File: src/adrcfo_pkg.sv
// Shared types, constants and fixed-point helpers of the first-order ADRC block.
// No dependencies.
package adrcfo_pkg;

    localparam int DATA_W            = 32;
    localparam int BW_W              = 31;
    localparam int DELAY_W           = 4;
    localparam int DRIVE_W           = 23;
    localparam int CFG_IDX_W         = 3;
    localparam int DELAY_DEPTH_DEF   = 16;
    localparam int FRAC_BITS_DEF     = 16;

    // Register indexes of the configuration port
    localparam logic [CFG_IDX_W-1:0] REG_PLANT_GAIN  = 3'd0;
    localparam logic [CFG_IDX_W-1:0] REG_CTRL_BW     = 3'd1;
    localparam logic [CFG_IDX_W-1:0] REG_OBS_BW      = 3'd2;
    localparam logic [CFG_IDX_W-1:0] REG_TRK_BW      = 3'd3;
    localparam logic [CFG_IDX_W-1:0] REG_STEP_TIME   = 3'd4;
    localparam logic [CFG_IDX_W-1:0] REG_DELAY_STEPS = 3'd5;

    // Reset value of the sample period (about 0.01 in Q16.16)
    localparam logic [BW_W-1:0]    STEP_TIME_RST  = 31'd655;

    // Datapath micro-steps, one per controller cycle
    typedef enum logic [4:0] {
        STEP_T1, STEP_WR2, STEP_DIFF, STEP_T2, STEP_INNER,
        STEP_A, STEP_V1, STEP_B, STEP_V2,
        STEP_ERR, STEP_P1, STEP_P2, STEP_DERIV, STEP_WO2,
        STEP_P3, STEP_P4, STEP_P5, STEP_Z,
        STEP_E, STEP_P6, STEP_NUM
    } step_t;

    typedef struct packed {
        logic               load;
        logic               exec;
        step_t              step;
        logic               div_start;
        logic               finish;
    } cmd_t;

    typedef struct packed {
        logic               div_done;
        logic               out_free;
    } stat_t;

    typedef struct packed {
        logic signed [DATA_W-1:0] plant_gain;
        logic [BW_W-1:0]          ctrl_bw;
        logic [BW_W-1:0]          obs_bw;
        logic [BW_W-1:0]          trk_bw;
        logic [BW_W-1:0]          step_time;
        logic [DELAY_W-1:0]       delay_steps;
    } cfg_t;

    function automatic logic signed [63:0] sx64(input logic signed [31:0] v);
        return {{32{v[31]}}, v};
    endfunction

    function automatic logic signed [31:0] sat32(input logic signed [63:0] v);
        if (v > 64'sh0000_0000_7FFF_FFFF) begin
            return 32'sh7FFF_FFFF;
        end else if (v < -64'sh0000_0000_8000_0000) begin
            return 32'sh8000_0000;
        end
        return v[31:0];
    endfunction

endpackage

File: src/adrcfo_ctrl.sv
// Sequencer: walks the datapath through one sample, runs the divider, hands off the result.
// Depends on adrcfo_pkg.
module adrcfo_ctrl (
    input  logic               aclk,
    input  logic               aresetn,
    input  logic               in_valid,
    output logic               in_ready,
    output adrcfo_pkg::cmd_t   cmd,
    input  adrcfo_pkg::stat_t  stat
);
    import adrcfo_pkg::*;

    typedef enum logic [2:0] {
        ST_IDLE, ST_RUN, ST_DIV_GO, ST_DIV_WAIT, ST_FINISH
    } state_t;

    state_t state_reg;
    step_t  step_reg;

    always_ff @(posedge aclk) begin
        if (!aresetn) begin
            state_reg <= ST_IDLE;
            step_reg  <= STEP_T1;
        end else begin
            case (state_reg)
                ST_IDLE: begin
                    if (in_valid) begin
                        state_reg <= ST_RUN;
                        step_reg  <= STEP_T1;
                    end
                end
                ST_RUN: begin
                    if (step_reg == STEP_NUM) begin
                        state_reg <= ST_DIV_GO;
                    end else begin
                        step_reg <= step_t'(step_reg + 5'd1);
                    end
                end
                ST_DIV_GO:   state_reg <= ST_DIV_WAIT;
                ST_DIV_WAIT: if (stat.div_done) state_reg <= ST_FINISH;
                ST_FINISH:   if (stat.out_free) state_reg <= ST_IDLE;
                default:     state_reg <= ST_IDLE;
            endcase
        end
    end

    assign in_ready      = (state_reg == ST_IDLE);
    assign cmd.load      = in_valid && in_ready;
    assign cmd.exec      = (state_reg == ST_RUN);
    assign cmd.step      = step_reg;
    assign cmd.div_start = (state_reg == ST_DIV_GO);
    assign cmd.finish    = (state_reg == ST_FINISH) && stat.out_free;
endmodule

File: config.mk
export PLATFORM = sky130hd
export DESIGN_NAME = adrcfo_ctrl
export DESIGN_NICKNAME = d
export VERILOG_FILES = /design/src/adrcfo_pkg.sv /design/src/adrcfo_ctrl.sv
export SDC_FILE = /design/constraint.sdc
export NUM_CORES = 1
export LEC_CHECK = 0
export BUFFER_PORTS_ARGS = -buffer_cell sky130_fd_sc_hd__buf_2
export CAP_MARGIN = 25
export CORE_AREA = 8 8 45 47
export CTS_CLUSTER_DIAMETER = 50
export DETAILED_ROUTE_END_ITERATION = 7
export DIE_AREA = 0 0 53 55
export GPL_ROUTABILITY_DRIVEN = 0
export MAX_ROUTING_LAYER = met4
export PLACE_DENSITY = 0.63
export RECOVER_POWER = 100
export REMOVE_ABC_BUFFERS = 1
export SLEW_MARGIN = 20
export SYNTH_ARGS = -nofsm -noshare
export SYNTH_HDL_FRONTEND = slang
export SYNTH_SLANG_ARGS = --single-unit
File: constraint.sdc
create_clock -name aclk -period 3.4 [get_ports aclk]
set_input_delay 0.17 -clock aclk [delete_from_list [all_inputs] [get_ports aclk]]
set_output_delay 0.17 -clock aclk [all_outputs]
set_load 0.01 [all_outputs]
==> results.yml, run 1 <==
status:
  status: "finished clean"
timing:
  hold_viol: 0
  fin_setup_tns_ns: 0
  timing.final.crit_period_ns: 1.81
  grt_setup_unrepaired: "no"
  clock.fmax_mhz: 554
  holdWs_ns: 0.192
  slew_headroom_pct: 81.0
  finClkSkew_ns: 0.00190
  setup_viol: 0
  fin_crit_sh_pct: 53.1
  report.final.slew_viol_count: 0
  worst_slew_pin_slew_ns: 0.284
synthesis:
  ys_types: 27
  synth_area_leaders: "dfxtp_1 32%, a21boi_1 7.5%, o211ai_1 6.0%"
  synth_top_family_by_area: "simple AND/OR/NAND/NOR gates"
  syn_inst: 58
  synthArstFlopShare_pct: 0
  synthXorXnorAreaFrac_pct: 3.50
  synth_compound_area_share_pct: 22.0
  syn_area_per_cell_um2: 8.63
  netlist_top_cells_count: "8 x dfxtp_1, 5 x a21boi_1, 5 x nand2_1, 4 x nand3_1, 4 x o211ai_1"
  synthFlopType: "dfxtp_1"
  synth.most_common_cell: "dfxtp_1"
  yosysSeqAreaShare_pct: 32.0
  syn_area_um2: 500
  yosys.area_share.adder_pct: 5.00
  synth-edff-count: 0
  yosys.area_share.simple_pct: 27.5
  netlist.area_leader.share_pct: 32.0
  yosys_warnings: 0
  synthMuxAreaShare_pct: 0
  synth_top_area_cell: "dfxtp_1"
  ys_ff_latch: 8
critical_path:
  r2r-end: "step_reg[3]"
  rrSetupSlack_ns: 1.74
  worstSetupPathType: "reg2out"
  critPathArrivalTime_ns: 1.64
  cp_max_fo: 10
  critPathRequiredTime_ns: 3.23
  end_kind: "primary output"
  r2r_cells: 3
  cp-start-kind: "flop"
  startpoint: "state_reg[0]"
  r2r_start: "state_reg[0]"
placed_design:
  io_buffers: 14
  post-place-cells: 83
  hpwlAfterDp_um: 808
worst_hold_path:
  hold_path_end: "state_reg[2]"
  hold_start: "stat[0]"
  hold_depth: 3
  hp-class: "in2reg"
power_and_ir_drop:
  ir_worst_vdd_mv: 0.154
  powerDensity_nw_per_um2: 346
  p_total_w: 0.000195
  leakage_nw: 0.215
grt:
  grt_pass1_vias: 404
  grt_max_degree: 12
  gr-total-overflow: 0
  grt_pass1_wl_um: 1760
  antenna_found_initial: 0
  grtUsageTotal_pct: 8.56
clock_network:
  clock_latency_ns: 0.26
  cts.path.max_buffers: 2
  htree_levels: 1
  cts_hold_buf: 0
  clk_pin_slew_ns: 0.05
  cts_tree: "done"
  cts_sinks: 8
  post_cts_resize_count: 0
  root_buffer: "clkbuf_4"
  cts_made_buffers: 3
  post_cts_buffers: 0
floorplan:
  initial_core_util_pct: 36.2
  die_width_um: 53
  coreArea_um2: 1380
  die_y_um: 55
  boundaryPins: 15
  rows: 14
  fp.dieArea_um2: 2920
route:
  drtIter0Drc: 9
  dr.pass1.iters: 4
  vias: 459
  wire_per_inst_um: 12.5
  route.met2.wl_um: 411
  drt-total-wl_um: 1080
  postRouteAntennaNets: 0
  wl_met1_um: 524
  vias_per_cell: 5.34
  top_layer: "met4"
  met3_length_um: 96
  drcViolationCount: 0
finish:
  drive_gt1_share_pct: 12.9
  largest_reg_flops: 5
  stdcell_count: 86
  n_antenna_cell: 0
  fin_nets: 79
  syn_to_final_growth_pct: 12.5
run:
  maxCapViolCount: 0
[cell usage in the layout, fill, tap and decap left out]
cell and instances:
o2111ai_1 1, a21boi_0 4, nand3_1 4, a2111o_1 1, a211oi_1 1, nor3b_1 1, or4b_1 1, nand3b_1 2
inv_1 4, nand2_1 5, clkbuf_4 3, and4b_1 1, nand4b_1 2, ha_1 2, dfxtp_1 8, nor2_1 1
or3b_2 1, a21boi_1 1, o211ai_1 4, nand2b_1 1, a21oi_1 1, and3_1 1, clkbuf_1 9, nor3_1 2
o21ai_0 2, xor2_1 2, buf_2 5
[logic make-up (layout without fill, tap and decap cells)]
group | count (synthesis) | count (layout)
AO/OA/AOI/OAI | 15 | 15
XOR/XNOR | 2 | 2
adder cells (fa/ha/maj) | 2 | 2
buffers and inverters | 9 | 21
flip-flops | 8 | 8
AND/OR/NAND/NOR | 22 | 22
[power breakdown]
group	total [W]	leakage, nW	switching, W	internal, W
Sequential	0.0000999	0.0650	0.00000368	0.0000962
Combinational	0.0000230	0.136	0.0000136	0.00000940
Clock	0.0000720	0.0138	0.0000317	0.0000403
[area by class of cell]
cell class	count	area [µm²]
clock buffers	3	22.5
repair buffers	14	58.8
multi-input cells	41	287
flip-flops and latches	8	160
fillers	152	821
well taps	16	20.0
inverters	4	15.0
[how the worst max path moves through the flow]
| stage | endpoint | cells past startpoint |
|---|---|---|
| 2_1_floorplan | step_reg[3] | 3 |
| 3_3_place_gp | step_reg[3] | 3 |
| 3_5_place_dp | step_reg[3] | 3 |
| 4_1_cts | cmd[7] | 3 |
| 5_1_grt | cmd[7] | 3 |
| 6_report | cmd[7] | 3 |
[metrics by stage]
stage	area [µm²]	util, %	setup WS [ns]
2_1_floorplan	465	-	1.91
3_3_place_gp	556	40.1	1.86
3_5_place_dp	556	40.1	1.81
4_1_cts	578	41.8	1.65
5_1_grt	563	40.7	1.48
6_report	563	40.7	1.59
[per-layer routing]
metal / global-route usage (%) / vias up
li1: - / 234
met1: 11.1 / 202
met2: 9.77 / 18
met3: 2.94 / 5
met4: 7.76 / 0
met5: - / -
[worst max-delay path: stages, from the launching register on]
cell and delay [ns]:
dfxtp_1 0.47, or3b_2 0.56, inv_1 0.18, clkbuf_1 0.18
(Power assumes the default switching activity.)
==> run 2: changes to the inputs <==
ABC_AREA = 1   (was default)
PLACE_DENSITY = 0.66   (was 0.63)
clock period = 1.87 ns   (was 3.4 ns; I/O delays follow)
==> run 2 against run 1 <==
Compared with the run above: non-clock buffer count unchanged; combinational power grew to 22 times the previous value; clock-buffer cell count is the same; largest power group is now combinational cells; sequential power rose to 2.9 times the previous value.
==> results.yml, run 2 <==
status:
  status: "finished clean"
timing:
  setup_slack_ns: 0.442
  timing.final.crit_period_ns: 1.43
  fin_setup_tns_ns: 0
  clock.fmax_mhz: 700
  hold_viol: 0
  slew_headroom_pct: 85.8
  setup_viol: 0
  fin_crit_sh_pct: 76.4
  finClkSkew_ns: 0.0110
  worst_slew_pin_slew_ns: 0.211
  grt_setup_unrepaired: "no"
  report.final.slew_viol_count: 0
finish:
  fin_nets: 112
  final_cell_mix: "21 x nand2_1, 16 x inv_1, 16 x nor2_1"
  n_antenna_cell: 0
  layout_commonest_cell: "nand2_1"
  num-fill-cells: 163
  drive_gt1_share_pct: 10.7
  syn_to_final_growth_pct: 14.2
  largest_reg_flops: 5
critical_path:
  r2r-end: "step_reg[3]"
  cp_max_fo: 6
  critPathArrivalTime_ns: 1.60
  r2r_cells: 8
  worstSetupPathType: "reg2reg"
  r2r_start: "state_reg[1]"
  end_kind: "flop"
  cp-start-kind: "flop"
  rrSetupSlack_ns: 0.44
  critPathRequiredTime_ns: 2.05
floorplan:
  die_y_um: 55
  boundaryPins: 15
  die_width_um: 53
  initial_core_util_pct: 38.2
  rows: 14
  fp.dieArea_um2: 2920
  coreArea_um2: 1380
power_and_ir_drop:
  leakage_nw: 0.308
  powerDensity_nw_per_um2: 1520
  ir_worst_vdd_mv: 0.653
synthesis:
  synthArstFlopShare_pct: 0
  ys_ff_latch: 8
  yosys_warnings: 0
  synth_area_leaders: "dfxtp_1 30%, nand2_1 12%, nor2_1 11%"
  netlist.area_leader.share_pct: 30.3
  yosysSeqAreaShare_pct: 30.3
  ys_types: 15
  syn_area_per_cell_um2: 6.15
  netlist_top_cells_count: "17 x nand2_1, 15 x nor2_1, 13 x inv_1, 9 x nand3_1, 8 x dfxtp_1"
  synth-edff-count: 0
  syn_area_um2: 529
  synthFlopType: "dfxtp_1"
  synth_top_area_cell: "dfxtp_1"
  synth.most_common_cell: "nand2_1"
  syn_inst: 86
clock_network:
  clock_latency_ns: 0.26
  post_cts_buffers: 0
  cts_made_buffers: 3
  post_cts_resize_count: 0
  cts.path.max_buffers: 2
  root_buffer: "clkbuf_4"
  htree_levels: 1
  cts_hold_buf: 0
  cts_sinks: 8
  cts_tree: "done"
  clk_pin_slew_ns: 0.06
grt:
  antenna_found_initial: 0
  grt_pass1_wl_um: 2040
  grtUsageTotal_pct: 9.59
  gr-total-overflow: 0
  grt_pass1_vias: 512
  grt_max_degree: 7
route:
  vias_per_cell: 4.76
  vias: 567
  dr.pass1.iters: 4
  wire_per_inst_um: 10.3
  drcViolationCount: 0
  postRouteAntennaNets: 0
  drtIter0Drc: 12
  drt-total-wl_um: 1230
worst_hold_path:
  hold_depth: 3
  hp-class: "in2reg"
  hold_start: "aresetn"
  hold_path_end: "state_reg[2]"
placed_design:
  io_buffers: 14
  hpwlAfterDp_um: 1060
  pre_cts_slack_ns: 0.618
run:
  maxCapViolCount: 0
-- run 2: changes by cell type after synthesis, sizes merged, moves of 3 or more --
| cell | previous run | this run |
|---|---|---|
| nor2 | 1 | 17 |
| o211ai | 4 | 0 |
| a21boi | 5 | 0 |
| buf | 3 | 0 |
| inv | 4 | 17 |
| nand2 | 5 | 21 |
| a21oi | 1 | 6 |
| nand3 | 4 | 10 |
-- run 2: logic make-up after synthesis --
logic type	synth area share [%]
AND/OR/NAND/NOR	44.4
buffers and inverters	12.1
AO/OA/AOI/OAI	8.51
flip-flops	30.3
adder cells (fa/ha/maj)	4.73
-- run 2: worst max-delay path by stage --
stage                 startpoint     endpoint  depth (start not counted)
floorplan            step_reg[0]  step_reg[2]                          8
global placement     step_reg[0]  step_reg[2]                          8
detailed placement   step_reg[0]  step_reg[2]                          8
CTS                 state_reg[0]       cmd[8]                          6
global route        state_reg[1]  step_reg[3]                          8
finish              state_reg[1]  step_reg[3]                          8
-- run 2: layout make-up --
| class | count | area, µm² | share of cell area [%] |
|---|---|---|---|
| clock buffers | 3 | 22.5 | 3.73 |
| inverters | 17 | 63.8 | 10.6 |
| multi-input cells | 61 | 278 | 46.0 |
| flip-flops and latches | 8 | 160 | 26.5 |
| well taps | 16 | 20.0 | 3.31 |
| repair buffers | 14 | 60.1 | 9.94 |
-- run 2: metrics by stage --
step	util (%)	hold WS [ns]	cells	total power (W)	area [µm²]
finish	43.7	0.113	119	0.000919	604
global placement	44.8	0.378	116	0.000860	619
global route	43.7	0.116	119	0.00103	604
floorplan	-	0.214	86	0.000710	529
CTS	46.4	0.109	119	0.00100	642
detailed placement	44.8	0.383	116	0.000867	619
-- run 2: power breakdown --
group          internal [W]  leakage (nW)  switching (W)
clock             0.0000734        0.0138      0.0000579
sequential         0.000223        0.0655      0.0000680
combinational      0.000172         0.228       0.000324
-- run 2: per-layer routing --
metal	routed length (µm)	track usage, %
met1	554	9.92
met2	601	16.4
met3	55	1.60
met4	17	6.47
met5	0	-
-- run 2: critical path: stages (launching register included) --
cell	delay [ns]
dfxtp_1	0.43
inv_1	0.11
nand3_1	0.15
inv_1	0.10
nand2_1	0.13
nand2_1	0.14
inv_1	0.10
nand2_1	0.05
a21oi_1	0.12
